==> config.mk <==
export PLATFORM = sky130hd
export DESIGN_NAME = kls_update_alu
export DESIGN_NICKNAME = d
export VERILOG_FILES = /design/src/rtl/core/kls_pkg.sv /design/src/rtl/core/kls_update_alu.sv
export SDC_FILE = /design/constraint.sdc
export NUM_CORES = 1
export LEC_CHECK = 0
export BUFFER_PORTS_ARGS = -buffer_cell sky130_fd_sc_hd__buf_2
export CAP_MARGIN = 30
export CORE_AREA = 2 2 243 245
export DETAILED_ROUTE_END_ITERATION = 16
export DIE_AREA = 0 0 245 247
export GPL_ROUTABILITY_DRIVEN = 0
export PLACE_DENSITY = 0.49
export SLEW_MARGIN = 20
export SYNTH_ARGS = -nofsm -noshare
export SYNTH_HDL_FRONTEND = slang
export SYNTH_SLANG_ARGS = --single-unit
export TNS_END_PERCENT = 50
==> constraint.sdc <==
create_clock -name vclk -period 4.47
set_clock_uncertainty 0.05 [all_clocks]
set_input_delay 0.447 -clock vclk [all_inputs]
set_output_delay 0.447 -clock vclk [all_outputs]
set_load 0.05 [all_outputs]
==> src/rtl/core/kls_pkg.sv <==
// ----------------------------------------------------------------------------
// kls_pkg
// Shared types and constants of the keyed latency statistics table.
// ----------------------------------------------------------------------------
package kls_pkg;

    localparam int KEY_W   = 16;
    localparam int COUNT_W = 64;
    localparam int TIME_W  = 63;

    localparam logic [TIME_W-1:0]  TIME_MAX  = {TIME_W{1'b1}};
    localparam logic [COUNT_W-1:0] COUNT_MAX = {COUNT_W{1'b1}};

    typedef enum logic [1:0] {
        CMD_RECORD = 2'd0,
        CMD_DUMP   = 2'd1,
        CMD_CLEAR  = 2'd2
    } cmd_t;

    typedef enum logic [1:0] {
        ST_IDLE,
        ST_UPDATE,
        ST_DUMP,
        ST_EMPTY
    } state_t;

    typedef struct packed {
        logic [KEY_W-1:0]   key;
        logic [COUNT_W-1:0] count;
        logic [TIME_W-1:0]  sum;
        logic [TIME_W-1:0]  minimum;
        logic [TIME_W-1:0]  maximum;
    } entry_t;

    typedef struct packed {
        logic hit;
        logic full;
        logic empty;
    } lookup_t;

endpackage

==> src/rtl/core/kls_update_alu.sv <==
// ----------------------------------------------------------------------------
// kls_update_alu
// Folds one elapsed time into a slot: count, saturating sum, min and max.
// ----------------------------------------------------------------------------
module kls_update_alu (
    input  kls_pkg::entry_t            old_entry,
    input  logic                       fresh,
    input  logic [kls_pkg::KEY_W-1:0]  key,
    input  logic [kls_pkg::TIME_W-1:0] elapsed,
    output kls_pkg::entry_t            new_entry
);

    logic [kls_pkg::COUNT_W-1:0] count0;
    logic [kls_pkg::TIME_W-1:0]  sum0;
    logic [kls_pkg::TIME_W-1:0]  min0;
    logic [kls_pkg::TIME_W-1:0]  max0;
    logic [kls_pkg::TIME_W:0]    sum_wide;

    // a freshly allocated slot starts from zero
    assign count0   = fresh ? '0 : old_entry.count;
    assign sum0     = fresh ? '0 : old_entry.sum;
    assign min0     = fresh ? '0 : old_entry.minimum;
    assign max0     = fresh ? '0 : old_entry.maximum;
    assign sum_wide = {1'b0, sum0} + {1'b0, elapsed};

    always_comb
    begin
        new_entry.key     = key;
        new_entry.count   = (count0 == kls_pkg::COUNT_MAX) ? count0
                            : count0 + kls_pkg::COUNT_W'(1);
        new_entry.sum     = sum_wide[kls_pkg::TIME_W] ? kls_pkg::TIME_MAX
                            : sum_wide[kls_pkg::TIME_W-1:0];
        new_entry.minimum = ((count0 == '0) || (elapsed < min0)) ? elapsed : min0;
        new_entry.maximum = (elapsed > max0) ? elapsed : max0;
    end

endmodule
# Yosys cells after proc, flatten, opt, wreduce, memory -nomap -nowiden
# Cells that the tools add are included.
[op_classes]
magnitude_cmp = 2
n_eq_ne = 1
addsub = 2
reduce_logical = 2
muxes = 8
[ops]
columns = ["operator", "n"]
rows = [
  ["2-to-1 mux 63 bit", 6],
  ["2-to-1 mux 64 bit", 2],
  ["adder 63 x 63 -> 64 bit", 1],
  ["adder 64 x 1 -> 64 bit (second input constant)", 1],
  ["equality test 64 bit (second input constant)", 1],
  ["zero test 64 bit", 1],
  ["greater-than comparator 63 bit", 1],
  ["less-than comparator 63 bit", 1],
  ["logical OR 1 bit", 1],
]
[word_totals]
reg_bits = 0
input_bits = 349
word_cells = 15

# Depth between registers and ports, before layout
[depth]
word_depth = 4
mapped_depth = 19
ltp_nobuf = 13

# Worst setup path after synthesis
# No wires, ideal clock.
[synth_timing]
path_type = "input port to output port"
from = "input port fresh"
to = "output port new_entry[188] (netlist bit)"
t_required_ps = 3973
path_stages = 17
n_path_buf = 4
path_slack_ps = -1096
arrival_ps = 5069
cell_sequence = "clkbuf_1 > clkbuf_1 > clkbuf_1 > clkbuf_1 > nor2b_1 > ha_1 > fa_1 > a211oi_1 > o32ai_1 > and4_1 > o211ai_1 > nand4_1 > a41o_1 > a21oi_1 > nor4_1 > o21a_1 > o21ai_0"
[synth_lines]
columns = ["element", "line", "source"]
rows = [
  ["start: declaration", "kls_update_alu.sv:7", "input logic fresh,"],
  ["end: declaration", "kls_update_alu.sv:10", "output kls_pkg::entry_t new_entry"],
]

==> impl_metrics.tcl <==
set metrics [dict create \
    status "complete, no violations" \
    clkbuf_count 0 \
    utilization_pct 30.1 \
    track_usage_pct 17.9 \
    first_pass_iters 5 \
    finalHoldViolCount 0 \
    rows 89 \
    ios 618 \
    dp_hpwl_um 51900 \
    seqCellArea_um2 0 \
    fmax_ghz 0.231 \
    core_um2 58200 \
    yosysMostFrequentCell "ha_1" \
    overflow 0 \
    power.static_leakage_nw 8.58 \
    switchingPower_mw 2.31 \
    synth.distinct_cells 63 \
    worstPathRequired_ns 3.97 \
    seq_cell_count 0 \
    area_growth_pct 52.7 \
    synthTopCellsByCount "ha_1, nand2b_1, nand2_1" \
    die_width_um 245 \
    fp.dieArea_um2 60500 \
    fillers 6367 \
    synth_area_leaders "ha_1, mux2i_1, nand2b_1" \
    viasPerCell 4.81 \
    antenna_left 0 \
    vias 14700 \
    path_max_fanout 51 \
    syn_area_um2 11500 \
    grt_max_degree 52 \
    drv_slew 0 \
    yosysWarnings 0 \
    layout_min_cycle_time_ns 4.34 \
    seqPwrFrac_pct 0 \
    critPathArrivalTime_ns 3.84 \
    synth_nets 2198 \
    grt_pass1_wl_um 85000 \
    synth_cells 1658 \
    grt_pass1_vias 14500 \
    power_density_nw_per_um2 206 \
    first_iter_violations 664 \
    intPower_mw 1.29 \
    final_nets 2815 \
    pwr-share-clk_pct 0 \
    drc 0 \
    hold_class "in -> out" \
    combPwrFrac_pct 100.0 \
    tightestPinTransition_ns 0.546 \
    crit_type "in -> out" \
    portBuffers 570 \
    switching_share_pct 64.2 \
    die_y_um 247 \
    start_kind "input pin" \
    initial_utilization_pct 19.7 \
    ys_seq_area_share_pct 0 \
    syn_avg_cell_area_um2 6.92 \
    end_kind "primary output" \
    maxSlewHeadroom_pct 63.3 \
    power.total_mw 3.61 \
    period_share_pct 97.0 \
    rsz0062_at_grt "true" \
    antenna_found_initial 9 \
    ir_drop_uv 119 \
    yosysTopAreaCell "ha_1" \
    wire_per_inst_um 19.2 \
    drive_gt1_share_pct 39.2 \
    maxCapViolCount 0 \
    setup_viol 0 \
    wirelength_um 58700 \
    netlist.area_leader.share_pct 20.7 \
]
==> layout by cell type, fill, tap and decap left out, drive strengths merged, types with 35 or more instances in the layout <==
master	count
ha	190
a21o	96
nor2	87
nand2	137
inv	86
o21ai	57
nand2b	149
mux2i	125
xor2	44
xnor2	72
buf	688
nand3	35
nor2b	92
a21oi	119
nand4	73
==> power groups by stage <==
stage / logic, mW / registers (mW) / clock network [mW]
after floorplan: 2.33 / 0 / 0
after global placement: 3.42 / 0 / 0
after detailed placement: 3.44 / 0 / 0
after CTS: 3.52 / 0 / 0
after global routing: 3.83 / 0 / 0
final: 3.61 / 0 / 0.0000000598
==> per-layer routing <==
layer | share of wire [%] | GRT usage [%] | vias up
met1 | 43 | 22.6 | 6882
met2 | 48 | 32.3 | 532
li1 | - | - | 7160
met3 | 6.0 | 2.52 | 76
met5 | 0.10 | 0 | -
met4 | 2.6 | 3.53 | 10
==> cell type report <==
class | count | area (µm²) | share of cell area, %
Tap cell | 773 | 967 | 5.52
Antenna cell | 2 | 5.00 | 0.0286
Inverter | 86 | 323 | 1.84
Timing Repair Buffer | 705 | 4700 | 26.8
Multi-Input combinational cell | 1482 | 11500 | 65.8
==> logic make-up after synthesis <==
logic type,count (synthesis),share of synthesized area [%]
AO/OA/AOI/OAI,356,19.7
buffers and inverters,176,6.34
multiplexers,126,11.0
adder cells (fa/ha/maj),191,20.9
AND/OR/NAND/NOR,693,33.2
XOR/XNOR,116,8.85
==> critical path, cell delays in order <==
cell     delay (ns)
buf_12         0.16
buf_4          0.26
buf_12         0.24
nor2b_1        0.10
ha_1           0.41
nand2_1        0.10
o21a_1         0.20
a21oi_1        0.17
nor2_1         0.08
nor2_1         0.10
nor2_1         0.07
a21oi_2        0.22
a21oi_1        0.16
o31a_2         0.41
buf_12         0.18
buf_4          0.19
nand2_2        0.06
buf_4          0.20
==> what timing repair did <==
action,4_1_cts,5_1_grt
hold endpoints to repair,0,0
hold buffers,0,0
pin swaps,3,17
setup endpoints to repair,118,191
gates resized for setup,60,93
buffers inserted,3,7
cloned,0,4
==> metrics by stage <==
step	area, µm²	cells	setup WS, ns	hold WS, ns	TNS, ns
global placement	16800	3031	-0.421	0.844	-19.80
finish	17500	3048	0.134	0.844	0
global route	17500	3046	-0.0407	0.844	-0.0623
floorplan	12000	1658	-0.209	1.01	-14.32
detailed placement	16800	3032	-0.515	0.844	-25.40
CTS	17000	3035	-0.00582	0.844	-0.00939
==> path summary, 6_finish.rpt <==
kind                  depth (start not counted)    start  slack (ns)              to
worst max-delay path                         18    fresh        0.13  new_entry[136]
worst min-delay path                          0  key[15]        0.84  new_entry[268]
Note: power is estimated with default switching activity, not from simulation.
