==> src/rtl/core/kls_pkg.sv <==
// ----------------------------------------------------------------------------
// kls_pkg
// Shared types and constants of the keyed latency statistics table.
// ----------------------------------------------------------------------------
package kls_pkg;

    localparam int KEY_W   = 16;
    localparam int COUNT_W = 64;
    localparam int TIME_W  = 63;

    localparam logic [TIME_W-1:0]  TIME_MAX  = {TIME_W{1'b1}};
    localparam logic [COUNT_W-1:0] COUNT_MAX = {COUNT_W{1'b1}};

    typedef enum logic [1:0] {
        CMD_RECORD = 2'd0,
        CMD_DUMP   = 2'd1,
        CMD_CLEAR  = 2'd2
    } cmd_t;

    typedef enum logic [1:0] {
        ST_IDLE,
        ST_UPDATE,
        ST_DUMP,
        ST_EMPTY
    } state_t;

    typedef struct packed {
        logic [KEY_W-1:0]   key;
        logic [COUNT_W-1:0] count;
        logic [TIME_W-1:0]  sum;
        logic [TIME_W-1:0]  minimum;
        logic [TIME_W-1:0]  maximum;
    } entry_t;

    typedef struct packed {
        logic hit;
        logic full;
        logic empty;
    } lookup_t;

endpackage

==> src/rtl/core/kls_key_cam.sv <==
// ----------------------------------------------------------------------------
// kls_key_cam
// Key registers of the occupied slots with a parallel match and the slot count.
// ----------------------------------------------------------------------------
module kls_key_cam #(
    parameter int MAX_KEYS = 32,
    parameter int IDX_W    = 5,
    parameter int CNT_W    = 6
) (
    input  logic                     clk,
    input  logic                     rst_n,
    input  logic [kls_pkg::KEY_W-1:0] lookup_key,
    input  logic                     alloc,
    input  logic                     clear,
    output kls_pkg::lookup_t         status,
    output logic [IDX_W-1:0]         hit_idx,
    output logic [CNT_W-1:0]         used
);

    logic [kls_pkg::KEY_W-1:0] key_reg [MAX_KEYS];
    logic [CNT_W-1:0]          used_reg;
    logic [CNT_W-1:0]          used_next;
    logic [MAX_KEYS-1:0]       match;

    always_comb
    begin
        for (int i = 0; i < MAX_KEYS; i++)
        begin
            match[i] = (CNT_W'(i) < used_reg) && (key_reg[i] == lookup_key);
        end
    end

    // keys are unique among occupied slots, so an OR encode is exact
    always_comb
    begin
        hit_idx = '0;
        for (int i = 0; i < MAX_KEYS; i++)
        begin
            if (match[i])
            begin
                hit_idx = hit_idx | IDX_W'(i);
            end
        end
    end

    assign status.hit   = |match;
    assign status.full  = (used_reg == CNT_W'(MAX_KEYS));
    assign status.empty = (used_reg == '0);
    assign used         = used_reg;

    always_comb
    begin
        priority if (clear)
        begin
            used_next = '0;
        end
        else if (alloc)
        begin
            used_next = used_reg + CNT_W'(1);
        end
        else
        begin
            used_next = used_reg;
        end
    end

    always_ff @(posedge clk or negedge rst_n)
    begin
        if (!rst_n)
        begin
            used_reg <= '0;
        end
        else
        begin
            used_reg <= used_next;
        end
    end

    always_ff @(posedge clk)
    begin
        if (alloc)
        begin
            key_reg[used_reg[IDX_W-1:0]] <= lookup_key;
        end
    end

endmodule

==> config.mk <==
export PLATFORM = sky130hd
export DESIGN_NAME = kls_key_cam
export DESIGN_NICKNAME = d
export VERILOG_FILES = /design/src/rtl/core/kls_pkg.sv /design/src/rtl/core/kls_key_cam.sv
export SDC_FILE = /design/constraint.sdc
export NUM_CORES = 1
export LEC_CHECK = 0
export BUFFER_PORTS_ARGS = -buffer_cell sky130_fd_sc_hd__buf_4
export CAP_MARGIN = 30
export CORE_MARGIN = 1
export CORE_UTILIZATION = 45
export DETAILED_ROUTE_END_ITERATION = 7
export GPL_ROUTABILITY_DRIVEN = 0
export PLACE_DENSITY = 0.57
export SYNTH_ARGS = -nofsm -noshare
export SYNTH_HDL_FRONTEND = slang
export SYNTH_SLANG_ARGS = --single-unit
==> constraint.sdc <==
create_clock -name clk -period 6.4 [get_ports clk]
set_clock_uncertainty 0.2 [all_clocks]
set_input_delay 0.64 -clock clk [delete_from_list [all_inputs] [get_ports clk]]
set_output_delay 0.64 -clock clk [all_outputs]
set_load 0.005 [all_outputs]
== After elaboration in Yosys (flattened, before gate mapping) ==
Memories as Yosys holds them, arrays and structs flattened.
Cells that the tools add are included.
Word-level totals
  memories kept: 1
  output and inout port bits: 14
  bits of input ports: 20
  register bits after elaboration: 6
  memory bits (writable): 512
  word-level logic and storage cells: 139
Memories
  key_reg: depth 32, bits a word 16, read ports 32, clocked after memory_dff 0, wr ports 1, line kls_key_cam.sv:20  | logic [kls_pkg::KEY_W-1:0] key_reg [MAX_KEYS];
Cells by class
  reductions and logical operators: 35
  magnitude comparators: 32
  multiplexer cells: 36
  $add $sub $neg: 1
  equality and inequality tests: 33
Operators with widths (number)
  == test 16 bit: 32
  < comparator 5 x 6 -> 1 bit (first input constant): 16
  two-way mux 5 bit: 16
  < comparator 4 x 6 -> 1 bit (first input constant): 8
  logical AND 1 bit: 32
  two-way mux 4 bit: 8
  OR reduction 32 bit: 1
  < comparator 3 x 6 -> 1 bit (first input constant): 4
  two-way mux 6 bit: 3
  < comparator 1 x 6 -> 1 bit (first input constant): 2
  < comparator 2 x 6 -> 1 bit (first input constant): 2
  two-way mux 3 bit: 4
  adder 6 x 1 -> 6 bit (second input constant): 1
  == test 6 bit (second input constant): 1
  zero test 6 bit: 1
  two-way mux 2 bit: 2
  two-way mux 1 bit: 3
  nonzero test 2 bit: 1

== Depth between registers and ports, before layout ==
Gate-level depths: netlist (run 1).
An unclocked memory read counts as a cell.
  depth after elaboration: 34
  mapped depth: 11
  mapped depth without buffers: 9

== Least setup slack after synthesis (run 1) ==
OpenSTA, ideal clock, no wires.
  path kind: input-to-output
  from: input lookup_key[13] in the netlist's numbering
  to: output status[2] in the netlist's numbering
  stages on the path: 9
  arrival time: 2.273 ns
  path buffers: 4
  data required time: 5.560 ns
  setup slack: 3.287 ns
  path through: buf_2 > buf_4 > buf_4 > buf_4 > xnor2_1 > nand3_1 > nand3b_1 > a2111oi_0 > nand4_1
RTL lines
  start: declaration: line kls_key_cam.sv:12  | input logic [kls_pkg::KEY_W-1:0] lookup_key,
  end: declaration: line kls_key_cam.sv:15  | output kls_pkg::lookup_t status,

==> results, run 1 <==
- After synthesis, the netlist uses 39 different library cells.
- In this run the static leakage power is 8.087 nW.
- The global-route wire length before repair is 77.58 mm.
- The via count of the first global-routing pass came to 11,675.
- In this run the critical register-to-register path is launched from used[1]$_DFFE_PN0P_.
- The share of total power consumed by net switching is 0.2186.
- The detailed router placed 11,630 vias in this run.
- The wire length per cell after detailed routing is 23.25 µm.
- The run finished with clean final reports.
- The number of buffer cells added on primary ports is 33.
- The share of total power dissipated in the clock network is 0.419.
- The total core area is 48,950 µm².
- For this design the total switching power over the nets is 1.563 mW.
- The number of nets handed over by synthesis was 1,462.
- Headroom to the max-slew limit came out at 0.3734.
- The number of endpoints with negative hold slack in the final report is 0.
- The number of rows created at floorplan is 81.
- The Yosys step of the flow raised 0 warnings.
- For this run, the share of the core covered by cells in the final layout is 0.5146.
- The async set-reset flop share out of synthesis is 0.01158.
- Setup repair after global routing left no endpoint under its margin.
- STA classifies the critical path startpoint as a flop.
- STA puts the critical path data required time at 5.56 ns.
- The TritonCTS clock tree is built.
- The critical path starts at used[2]$_DFFE_PN0P_.
- The sort of element at the end of the critical path is a primary output.
- Relative to the synthesized area, the layout overhead comes to 12.80%.
- For this run, the post-layout net count is 1,538.
- Based on the critical path, the design can be clocked at up to 212.9 MHz.
- The synthesized design spends more area on one cell type than any other, namely sky130_fd_sc_hd__edfxtp_1.
- The power density over the cells is 283.8 nW/µm².
- The number of DRC markers after the initial detailed-route iteration is 1,077.
- Ranked by instance count, the synthesized netlist is headed by 512 x sky130_fd_sc_hd__edfxtp_1, 291 x sky130_fd_sc_hd__xor2_1, 224 x sky130_fd_sc_hd__xnor2_1.
- The clock passes through at most 3 buffers.
- The post-detailed-route count of antenna-violating nets is 0.
- Once placement completed, the tool counted placed cells totaling 2,119.
- At the later pin of the worst-skew pair, clock insertion delay measures 0.61 ns.
- For this run, the total global-route usage over all layers was measured as 0.2107.
- Of the post-synthesis cell area, the dominant cell type holds 0.6885.
- The number of slew-limit violations in the final report is 0.
- The total standard cell area after synthesis is 22,330 µm².
- The library cell with the highest instance count after synthesis is sky130_fd_sc_hd__edfxtp_1.
- The detailed-route wire length is 51.66 mm.
- In this run the number of H-tree levels came out at 2.
- The largest fanout on the critical path is 20.
- The power share of the sequential group is 0.526.
- In the routed design, unresolved DRC markers number 0.
- The post-route clock period utilization is 0.7338.
- Max-cap violations in this run came to 0.
- TritonCTS created 56 clock buffers.
- The I/O pin count is 34.
- Data on the critical path arrives at its endpoint at 3.86 ns.
- The time the worst path needs with I/O delays and setup is 4.697 ns.
- Excluding fillers, the count of instances in the completed layout stands at 2,222.
- The worst hold-check path type is in2reg.
- The number of setup buffers added after CTS is 0.
- Counting flops and latches in the post-synthesis netlist gives 518.
- The die boundary height is 224.8 µm.
- The iteration count of the initial detailed-routing pass is 7.
- The mean instance size in the synthesized netlist is 15.53 µm².
- The worst hold slack across all endpoints is 0.07173 ns.
- Clock-pin slew was measured on the worst setup and hold paths at 0.06 ns.
- The number of enable flip-flop cells after synthesis is 512.
- Dividing the detail-routed via count by the number of cells gives 5.234.
- For this run the aggregate overflow at the end of global routing stands at 0.
- The worst hold path cell count is 2.
- Of the synthesized area, sequential elements account for 0.6952.
- Clock tree synthesis found a total of 518 sinks.
- The clock tree root driver cell is sky130_fd_sc_hd__clkbuf_16.
- The transition time at the pin with the least slew margin is 0.9312 ns.
- Sorting the synthesized cells by area gives the leading types as sky130_fd_sc_hd__edfxtp_1 69%, sky130_fd_sc_hd__xor2_1 11%, sky130_fd_sc_hd__xnor2_1 8.8%, sky130_fd_sc_hd__nor4_1 2.2%, sky130_fd_sc_hd__nand4_1 1.8%.
- The number of standard cells after synthesis is 1,438.
- The number of cells on the worst reg-to-reg path is 4.
- The fraction of layout instances using a drive strength above 1 is 0.1137.
- Measured along the x axis, the die boundary spans 224.8 µm.
- The origin of the worst min-delay path is clear.
- Across the VDD grid, the largest voltage drop is 0.2090 mV.
- The initial utilization of the core area, before any placement, comes to 0.4562.
- The flip-flop count of the largest register after layout is 512.
- The initial antenna violation count is 1.
- The critical path in this run is classified as reg2out.
- The pin count of the biggest net entering global routing is 52.
- The share of total power dissipated in combinational logic is 0.055.
- The floorplan step defined a die boundary enclosing 50,520 µm².
- In the synthesized netlist the dominant register cell turns out to be sky130_fd_sc_hd__edfxtp_1.
- The placed wire-length estimate is 30.68 mm.
- The design internal power is 5.586 mW.
- Setup violations remaining at the end of the flow were counted as 0.
- The post-route setup TNS is 0 ns.
[power by group through the flow]
stage	clock [mW]	sequential, mW	combinational (mW)
2_1_floorplan	0	3.83	0.240
3_3_place_gp	0	3.83	0.394
3_5_place_dp	0	3.83	0.398
4_1_cts	3.06	3.76	0.400
5_1_grt	3.18	3.76	0.429
6_report	2.99	3.76	0.391
[metal layers]
layer | wire length [µm] | up-vias | GRT usage
li1 | - | 5381 | -
met5 | 0 | - | 0
met4 | 939 | 0 | 0.05047
met1 | 25000 | 5909 | 0.3136
met3 | 2742 | 71 | 0.03880
met2 | 22980 | 269 | 0.3200
[logic make-up (layout without fill, tap and decap cells)]
| kind of cell | Yosys count | count (layout) | share of synthesized area |
|---|---|---|---|
| xor+xnor | 515 | 515 | 0.2020 |
| simple gates | 276 | 276 | 0.06807 |
| other cells | 0 | 1 | 0 |
| compound gates | 41 | 41 | 0.01233 |
| flops | 518 | 518 | 0.6952 |
| mux | 1 | 1 | 0.0004482 |
| buf+inv | 83 | 202 | 0.01972 |
| fa+ha+maj | 4 | 4 | 0.002241 |
[worst paths after layout]
check	end	slack (ns)
hold / removal	used[5]$_DFFE_PN0P_	0.07
max in group asynchronous	used[0]$_DFFE_PN0P_	5.66
setup / recovery	status[2]	1.70
min in group asynchronous	used[3]$_DFFE_PN0P_	0.19
hold reg to reg	used[0]$_DFFE_PN0P_	0.56
setup reg to reg	key_reg[15][15]$_DFFE_PP_	3.04
[area by class of cell]
type                    instances  area [µm²]
clock buffers                  75        1494
fillers                      4118       23760
well taps                     664       830.8
multi-input cells             837        6409
inverters                       4       15.01
repair buffers                 97       740.7
flip-flops and latches        518       15520
clock inverters                26       172.7
diodes                          1       2.502
[layout by cell type, fill, tap and decap left out, types with 7 or more instances in the layout]
cell and n:
sky130_fd_sc_hd__nand3_1 19, sky130_fd_sc_hd__nor3_1 19, sky130_fd_sc_hd__o21ai_0 11, sky130_fd_sc_hd__a21oi_1 12, sky130_fd_sc_hd__edfxtp_1 512, sky130_fd_sc_hd__buf_4 94, sky130_fd_sc_hd__xor2_1 291, sky130_fd_sc_hd__clkinv_1 15
sky130_fd_sc_hd__nor2_1 42, sky130_fd_sc_hd__nand2_1 24, sky130_fd_sc_hd__nor3_2 7, sky130_fd_sc_hd__nor4_1 78, sky130_fd_sc_hd__nand4_1 63, sky130_fd_sc_hd__clkbuf_16 57, sky130_fd_sc_hd__clkbuf_1 18, sky130_fd_sc_hd__xnor2_1 224
[repair_timing]
item / 4_1_cts / 5_1_grt
resized for setup: 0 / 0
hold endpoints to repair: 6 / 0
hold buffers: 1 / 0
[critical path: stages (launching register included)]
cell                       delay [ns]
sky130_fd_sc_hd__dfrtp_1         0.67
sky130_fd_sc_hd__nor2_1          0.60
sky130_fd_sc_hd__nand2_1         0.31
sky130_fd_sc_hd__o311ai_0        0.52
sky130_fd_sc_hd__nor4_1          0.23
sky130_fd_sc_hd__nor3_1          0.18
sky130_fd_sc_hd__o2111a_1        0.25
sky130_fd_sc_hd__nand4_1         0.25
sky130_fd_sc_hd__buf_4           0.24
[stage by stage]
stage	worst slack, ns	cell area [µm²]	total power, mW
after global placement	1.913	23500	4.228
after detailed placement	1.897	23510	4.232
after floorplan	3.287	22330	4.071
after CTS	1.731	25190	7.226
final	1.703	25190	7.149
after global routing	1.482	25190	7.369
No activity file was read; power rests on OpenSTA's default activity.
==> run 2, diff against run 1 <==
ABC_AREA = 1   (was not set)
clock period = 4.9 ns   (was 6.4 ns; I/O delays follow)
==> run 2 against run 1 <==
  * Clock-buffer cell count rose by 8
  * Via count grew 50%
  * Cell count is 56% higher
  * Critical path type unchanged
  * Largest cell class unchanged
==> results, run 2 <==
- The total core area came to 54,350 µm² (+11%).
- The worst hold slack across all endpoints came to 0.03802 ns (-0.03371 ns).
- The die extent in x is 237.6 µm (+5.7%).
- The flip-flop count of the largest register after layout was 512 (unchanged).
- The number of slew-limit violations in the final report was 0 (unchanged).
- The iteration count of the initial detailed-routing pass is 5 (-2).
- The wire length per cell after detailed routing was 20.95 µm (-9.9%).
- The mean instance size in the synthesized netlist is 9.574 µm² (-38%).
- The library cell with the highest instance count after synthesis is sky130_fd_sc_hd__nand2_1.
- The clock transition at the registers of the reported paths was 0.06 ns (about the same).
- The cell area reported after detailed placement is 26,090 µm² (+11%).
- The die footprint is 56,430 µm² (+12%).
- The die boundary height is 237.6 µm (+5.7%).
- The layout net count is 2,700 (+76%).
- The number of setup buffers added after CTS is 0 (unchanged).
- The part of the total power dissipated in combinational logic is 0.066 (+0.011).
- The initial antenna violation count is 1 (unchanged).
- The number of rows created at floorplan was 85 (+4.9%).
- The share of total power consumed by net switching is 0.2326 (+0.01398).
- The number of enable flip-flop cells after synthesis is 512 (unchanged).
- By count the netlist is led by 992 x sky130_fd_sc_hd__nand2_1, 512 x sky130_fd_sc_hd__edfxtp_1, 326 x sky130_fd_sc_hd__nor2_1.
- The remaining global-route overflow was 0 (unchanged).
- The required time reported for the critical path endpoint is 4.21 ns (-1.35 ns).
- The clock group share of total power is 0.420 (about the same).
- The I/O pin count is 34 (unchanged).
- In the layout the commonest cells are 992 x sky130_fd_sc_hd__nand2_1, 512 x sky130_fd_sc_hd__edfxtp_1, 317 x sky130_fd_sc_hd__nor2_1.
- The placed wire-length estimate is 44.72 mm (+46%).
- The detailed-route via count is 17,399 (+50%).
- The number of buffers created by CTS came to 57 (+1.8%).
- The detailed-route wire length was 72.53 mm (+40%).
- For this run, the leading register cell type out of synthesis is sky130_fd_sc_hd__edfxtp_1.
- The design internal power is 7.329 mW (+31%).
- The count of cell types in the netlist is 35 (-10%).
- The relative area change from synthesis to final layout is 11.68%.
- The post-synthesis register bit count is 518 (unchanged).
- The number of endpoints with negative hold slack in the final report is 0 (unchanged).
- The async set-reset flop share out of synthesis came to 0.01158 (unchanged).
- The total standard cell area after synthesis is 24,970 µm² (+12%).
- The clock latency at the later pin of the worst-skew pair is 0.62 ns (about the same).
- The total of max-cap violations is 0 (unchanged).
- The number of fill cells in the layout came to 4,943 (+20%).
- The utilization of the core after routing is 0.5131 (-0.001470).
- The buffer levels on the longest clock path is 3 (unchanged).
- The count of non-filler cells in the finished layout came to 3,462 (+56%).
- The via-per-instance ratio is 5.026 (-4.0%).
- The library cell used most frequently in the layout, excluding fill and tap cells, is sky130_fd_sc_hd__nand2_1.
- The post-route clock period utilization is 0.7963.
- The number of diodes is 0 (-1).
- The number of DRC markers after the initial detailed-route iteration is 1,777 (+65%).
- The power share of the sequential group is 0.514 (-0.012).
- The worst hold-check path type is in2async.
- The power spent charging and discharging nets was 2.222 mW (+42%).
- The top-area cell type share of the netlist area is 0.6158 (-0.07273).
- The count of final setup violators is 0 (unchanged).
- The warning count from the yosys run is 0 (unchanged).
- The aggregate global-route resource usage is 0.2623 (+0.05152).
- The post-route setup TNS is 0 ns (unchanged).
- The leakage power figure came to 11.84 nW (+46%).
- The power density over the cells is 342.5 nW/µm² (+21%).
- The pin count of the biggest net entering global routing is 65 (+25%).
- The number of buffer cells added on primary ports is 33 (unchanged).
- The global-route wire length before repair is 107.8 mm (+39%).
- The clock tree root driver cell is sky130_fd_sc_hd__clkbuf_16.
- The time the worst path needs with I/O delays and setup is 3.902 ns.
- The flow ran to the end, and the final reports show no timing, DRC or antenna violations.
- The maximum level of the CTS H-tree is 2 (unchanged).
- The post-synth net total was 2,632 (+80%).
- The via count of the first global-routing pass is 16,586 (+42%).
- The top cell type by total area after synthesis is sky130_fd_sc_hd__edfxtp_1.
- The arrival time of the worst setup path was 3.21 ns (-0.65 ns).
- The smallest setup slack after layout was 0.9983 ns (-0.7051 ns).
- The worst setup slack before clock tree synthesis is 1.341 ns (-0.5567 ns).
- The critical path class is reg2out.
- The post-detailed-route count of antenna-violating nets is 0 (unchanged).
- The number of remaining DRC errors is 0 (unchanged).
- The number of standard cells after synthesis is 2,608 (+81%).
- The overall power of the completed layout is 9.551 mW (+34%).
- The share of the yosys chip area belonging to registers is 0.6218 (-0.07344).
- TritonCTS built the clock tree.
- The fraction of layout instances using a drive strength above 1 is 0.08116 (-0.03252).
- The maximum ir drop on the vdd rail is 0.2315 mV (+11%).
- The number of placed instances with taps included is 3,349 (+58%).
- The number of sinks driven by the clock tree was 518 (unchanged).
- Setup repair after global routing left no endpoint under its margin.
- After synthesis, the cell types taking the most area are sky130_fd_sc_hd__edfxtp_1 62%, sky130_fd_sc_hd__nand2_1 15%, sky130_fd_sc_hd__nor2_1 4.9%, sky130_fd_sc_hd__xor2_1 4.7%, sky130_fd_sc_hd__inv_1 4.3%.
- Derived from the worst setup path, the maximum achievable clock frequency is 256.3 MHz.
- The largest fanout on the critical path came to 6 (-70%).
- The final cell area excluding filler cells is 27,890 µm² (+11%).
- The transition time at the pin with the least slew margin is 0.9480 ns (+0.01672 ns).
- STA classifies the critical path endpoint as a primary output.
- STA classifies the critical path startpoint as a flop.
- The initial core utilization is 0.4594 (+0.003243).
- The normalized max-slew margin is 0.3673 (-0.006119).
==> run 2: changes by cell type after synthesis, moves of 36 or more <==
cell	change
sky130_fd_sc_hd__inv_1	+285
sky130_fd_sc_hd__nand2_1	+968
sky130_fd_sc_hd__nand4_1	-53
sky130_fd_sc_hd__nor2_1	+281
sky130_fd_sc_hd__nor4_1	-77
sky130_fd_sc_hd__o21ai_0	+36
sky130_fd_sc_hd__xnor2_1	-162
sky130_fd_sc_hd__xor2_1	-156
==> run 2: area by class of cell <==
type                            instances  area (µm²)  share of cell area
Inverter                              308        1166             0.04182
Sequential cell                       518       15520              0.5567
Clock buffer                           83        1577             0.05654
Tap cell                              739       924.6             0.03316
Timing Repair Buffer                   95       790.8             0.02836
Clock inverter                         23       132.6            0.004756
Multi-Input combinational cell       1696        7770              0.2786
==> run 2: critical path, stage by stage (launching register included) <==
cell,delay (ns)
sky130_fd_sc_hd__dfrtp_1,0.45
sky130_fd_sc_hd__ha_1,0.28
sky130_fd_sc_hd__nor2_1,0.36
sky130_fd_sc_hd__inv_1,0.20
sky130_fd_sc_hd__nand2_1,0.11
sky130_fd_sc_hd__nor2_1,0.05
sky130_fd_sc_hd__nand2_1,0.06
sky130_fd_sc_hd__nor2_1,0.04
sky130_fd_sc_hd__nand3_1,0.13
sky130_fd_sc_hd__nand2_1,0.14
sky130_fd_sc_hd__nor2_2,0.20
sky130_fd_sc_hd__nand4_1,0.31
sky130_fd_sc_hd__buf_4,0.26
==> run 2: repair_timing <==
action / CTS / global route
gates resized for setup: 0 / 0
hold buffers: 3 / 0
endpoints found under the hold margin: 12 / 0
==> run 2: cell families after synthesis <==
kind of cell | Yosys count | synth area share
compound gates | 71 | 0.01488
xor+xnor | 197 | 0.06910
fa+ha+maj | 4 | 0.002004
buf+inv | 394 | 0.06795
flops | 518 | 0.6218
simple gates | 1424 | 0.2243
==> run 2: worst paths after layout <==
check                                    start                        to  slack (ns)  depth (start not counted)
max                        used[0]$_DFFE_PN0P_                hit_idx[4]         1.0                         12
min                                      rst_n       used[0]$_DFFE_PN0P_        0.04                          2
max reg2reg                used[1]$_DFFE_PN0P_  key_reg[12][6]$_DFFE_PP_        2.22                          4
min reg2reg                used[0]$_DFFE_PN0P_       used[0]$_DFFE_PN0P_        0.47                          2
max in group asynchronous                rst_n       used[5]$_DFFE_PN0P_        4.31                          2
min in group clk                 lookup_key[7]   key_reg[7][7]$_DFFE_PP_        0.08                          1
==> run 2: power by group through the flow <==
stage | clock network [mW] | logic [mW] | registers, mW
final | 4.01 | 0.629 | 4.91
after CTS | 4.07 | 0.629 | 4.91
after global placement | 0 | 0.618 | 5.00
after floorplan | 0 | 0.352 | 5.00
after detailed placement | 0 | 0.626 | 5.00
after global routing | 4.23 | 0.689 | 4.91
==> run 2: metal layers <==
metal	up-vias	track usage	share of wire
li1	8341	-	-
met1	8334	0.3814	0.45
met2	630	0.4163	0.46
met3	94	0.02613	0.073
met4	0	0.07898	0.024
met5	-	0	0
==> run 3, diff against run 2 <==
PLACE_DENSITY = 0.59   (was 0.57)
clock period = 3.4 ns   (was 4.9 ns; I/O delays follow)
==> run 3 against run 2 <==
  * Core utilization rose by 1.4 points
  * First-iteration DRC count increased by 3.2%
  * Via count increased by 2.3%
  * Design area grew 2.6%
  * Global-route usage rose by 0.17 points
  * Worst hold slack got worse by 0.0033 ns
  * Die area stayed put
  * Non-clock buffer count grew 52
  * Critical endpoint is now status[2]
  * Highest routed layer unchanged
==> results, run 3 (synthesis results as in run 2) <==
- The clock tree root driver cell is sky130_fd_sc_hd__clkbuf_16.
- The count of non-filler cells in the finished layout is 3,511 (+1.4%).
- The wire length per cell after detailed routing is 20.95 µm (about the same).
- The library cells used most frequently in the layout, excluding fill and tap cells, are 988 x sky130_fd_sc_hd__nand2_1, 512 x sky130_fd_sc_hd__edfxtp_1, 321 x sky130_fd_sc_hd__nor2_1.
- The worst hold slack across all endpoints came to 0.03472 ns (-0.003293 ns).
- The nature of the critical path startpoint is a flop.
- The number of slew-limit violations in the final report came to 0 (unchanged).
- The global-route wire length before repair is 108.7 mm (+0.81%).
- The origin of the worst min-delay path is lookup_key[10].
- The achievable clock frequency is 300.9 MHz.
- The count of final setup violators was 0 (unchanged).
- The worst hold path belongs to the class in2reg.
- The post-route setup TNS is 0 ns (unchanged).
- The final cell area excluding filler cells came to 28,620 µm² (+2.6%).
- The utilization of the core after routing was 0.5267 (+0.01358).
- The layout net count is 2,751 (+1.9%).
- The TritonCTS clock tree is built.
- The die footprint is 56,430 µm² (unchanged).
- The power spent charging and discharging nets was 3.260 mW (+47%).
- The die extent in x is 237.6 µm (unchanged).
- The worst setup slack before clock tree synthesis is 0.1061 ns (-1.234 ns).
- The initial antenna violation count is 0 (-1).
- The I/O pin count was 34 (unchanged).
- The buffer levels on the longest clock path is 3 (unchanged).
- The number of buffer cells added on primary ports is 33 (unchanged).
- The share of total power consumed by net switching is 0.2346 (+0.001958).
- The total of max-cap violations is 0 (unchanged).
- The aggregate global-route resource usage is 0.2639 (+0.001675).
- The part of the total power dissipated in combinational logic came to 0.073 (+0.007).
- Dividing the final minimum period by the clock period gives 0.9776.
- The remaining global-route overflow was 0 (unchanged).
- The worst register-to-register path begins at used[1]$_DFFE_PN0P_.
- The number of DRC markers after the initial detailed-route iteration came to 1,834 (+3.2%).
- The pin count of the biggest net entering global routing is 68 (+4.6%).
- The overall power of the completed layout was 13.90 mW (+46%).
- The detailed-route wire length is 73.56 mm (+1.4%).
- The number of sinks driven by the clock tree is 518 (unchanged).
- The cell area reported after detailed placement is 26,530 µm² (+1.7%).
- The clock latency at the later pin of the worst-skew pair is 0.62 ns (about the same).
- The via-per-instance ratio is 5.071 (+0.91%).
- The number of diodes is 0 (unchanged).
- The clock transition at the registers of the reported paths is 0.06 ns (about the same).
- The worst-case reg-to-reg path depth is 5 (+1).
- The slack of the worst reg-to-reg path was 1.07 ns (-1.15 ns).
- The time the worst path needs with I/O delays and setup is 3.324 ns.
- The number of remaining DRC errors is 0 (unchanged).
- The die boundary height was 237.6 µm (unchanged).
- The fraction of layout instances using a drive strength above 1 is 0.1043 (+0.02310).
- The largest fanout on the critical path is 6 (unchanged).
- The run finished with clean final reports.
- The number of placed instances with taps included was 3,386 (+1.1%).
- The number of buffers created by CTS is 56 (-1.8%).
- The most common cell after layout, fill and taps aside is sky130_fd_sc_hd__nand2_1.
- The relative area change from synthesis to final layout is 14.64%.
- The power density over the cells is 485.6 nW/µm² (+42%).
- The detailed-route via count is 17,806 (+2.3%).
- The normalized max-slew margin came to 0.4580 (+0.09064).
- The required time reported for the critical path endpoint came to 2.86 ns (-1.35 ns).
- The design internal power is 10.64 mW (+45%).
- The iteration count of the initial detailed-routing pass was 6 (+1).
- The post-detailed-route count of antenna-violating nets is 0 (unchanged).
- The clock group share of total power was 0.418 (-0.002).
- The smallest setup slack after layout is 0.07631 ns (-0.9220 ns).
- The placed wire-length estimate is 46.41 mm (+3.8%).
- STA classifies the critical path endpoint as a primary output.
- The maximum level of the CTS H-tree is 2 (unchanged).
- The total core area is 54,350 µm² (unchanged).
- For hold timing, the worst endpoint is key_reg[21][10]$_DFFE_PP_.
- The transition time at the pin with the least slew margin is 0.8068 ns (-0.1411 ns).
- The number of endpoints with negative hold slack in the final report was 0 (unchanged).
- The via count of the first global-routing pass came to 17,035 (+2.7%).
- The endpoint identified for the worst register-to-register timing path is key_reg[24][9]$_DFFE_PP_.
- The number of rows created at floorplan is 85 (unchanged).
- The critical path in this run is classified as reg2out.
- The arrival time of the worst setup path is 2.78 ns (-0.43 ns).
- The initial core utilization is 0.4594 (unchanged).
- The worst hold path cell count is 2.
- The leakage power figure is 12.20 nW (+3.0%).
- The maximum ir drop on the vdd rail is 0.3678 mV (+59%).
- The flip-flop count of the largest register after layout came to 512 (unchanged).
- The power share of the sequential group was 0.509 (-0.005).
==> run 3: cell types whose count changed in the layout (fill, tap and decap cells not counted), moves of 6 or more <==
cell / previous run / this run
sky130_fd_sc_hd__buf_6: 0 / 11
sky130_fd_sc_hd__dfrtp_2: 0 / 6
sky130_fd_sc_hd__nor2_2: 16 / 8
sky130_fd_sc_hd__clkbuf_1: 23 / 10
sky130_fd_sc_hd__dlygate4sd3_1: 3 / 11
sky130_fd_sc_hd__buf_12: 2 / 18
sky130_fd_sc_hd__nand3_1: 39 / 33
sky130_fd_sc_hd__dfrtp_1: 6 / 0
sky130_fd_sc_hd__nand3_2: 4 / 10
sky130_fd_sc_hd__buf_4: 84 / 104
==> run 3: area by class of cell <==
cell class	count	area (µm²)
Fill cell	4770	25720
Inverter	308	1174
Clock inverter	36	251.5
Sequential cell	518	15530
Multi-Input combinational cell	1696	7835
Timing Repair Buffer	147	1443
Tap cell	739	924.6
Clock buffer	67	1464
==> run 3: worst max path at each step <==
stage | start | to | slack, ns | cells past startpoint
after floorplan | used[1]$_DFFE_PN0P_ | key_reg[0][0]$_DFFE_PP_ | 1.11 | 4
after global placement | used[1]$_DFFE_PN0P_ | status[2] | 0.04 | 14
after detailed placement | used[1]$_DFFE_PN0P_ | status[2] | 0.11 | 14
after CTS | used[0]$_DFFE_PN0P_ | status[2] | 0.004 | 14
after global routing | used[5]$_DFFE_PN0P_ | status[2] | -0.01 | 13
final | used[1]$_DFFE_PN0P_ | status[2] | 0.08 | 14
==> run 3: metal layers <==
layer	up-vias	global-route usage	wire length [µm]	share of wire
li1	8441	-	-	-
met1	8561	0.3697	31740	0.43
met2	676	0.4185	33670	0.46
met3	128	0.04715	6020	0.082
met4	0	0.08152	2125	0.029
met5	-	0	0	0
==> run 3: repair_timing <==
| action | CTS | global route |
|---|---|---|
| resized for setup | 15 | 38 |
| hold buffers | 11 | 0 |
| pin swaps | 1 | 0 |
| gates cloned | 0 | 1 |
| hold endpoints to repair | 55 | 0 |
| endpoints found under the setup margin | 6 | 6 |
| buffers inserted | 4 | 6 |
==> run 3: worst max-delay path: stages (launching register included) <==
cell and delay [ns]:
sky130_fd_sc_hd__dfrtp_2 0.44, sky130_fd_sc_hd__inv_4 0.12, sky130_fd_sc_hd__ha_4 0.19, sky130_fd_sc_hd__nand2_2 0.14
sky130_fd_sc_hd__inv_2 0.12, sky130_fd_sc_hd__nand2_1 0.10, sky130_fd_sc_hd__nand2_2 0.11, sky130_fd_sc_hd__nor2_1 0.06
sky130_fd_sc_hd__nand3_2 0.12, sky130_fd_sc_hd__nand2_1 0.15, sky130_fd_sc_hd__nor2_2 0.13, sky130_fd_sc_hd__nand2_1 0.08
sky130_fd_sc_hd__nor2_1 0.11, sky130_fd_sc_hd__nand2_1 0.13, sky130_fd_sc_hd__buf_4 0.17
==> run 3: power by group through the flow <==
stage	combinational (mW)	clock, mW	sequential, mW
finish	1.01	5.81	7.07
detailed placement	0.964	0	7.21
CTS	0.989	5.88	7.07
global route	1.09	6.13	7.07
global placement	0.952	0	7.21
floorplan	0.507	0	7.21
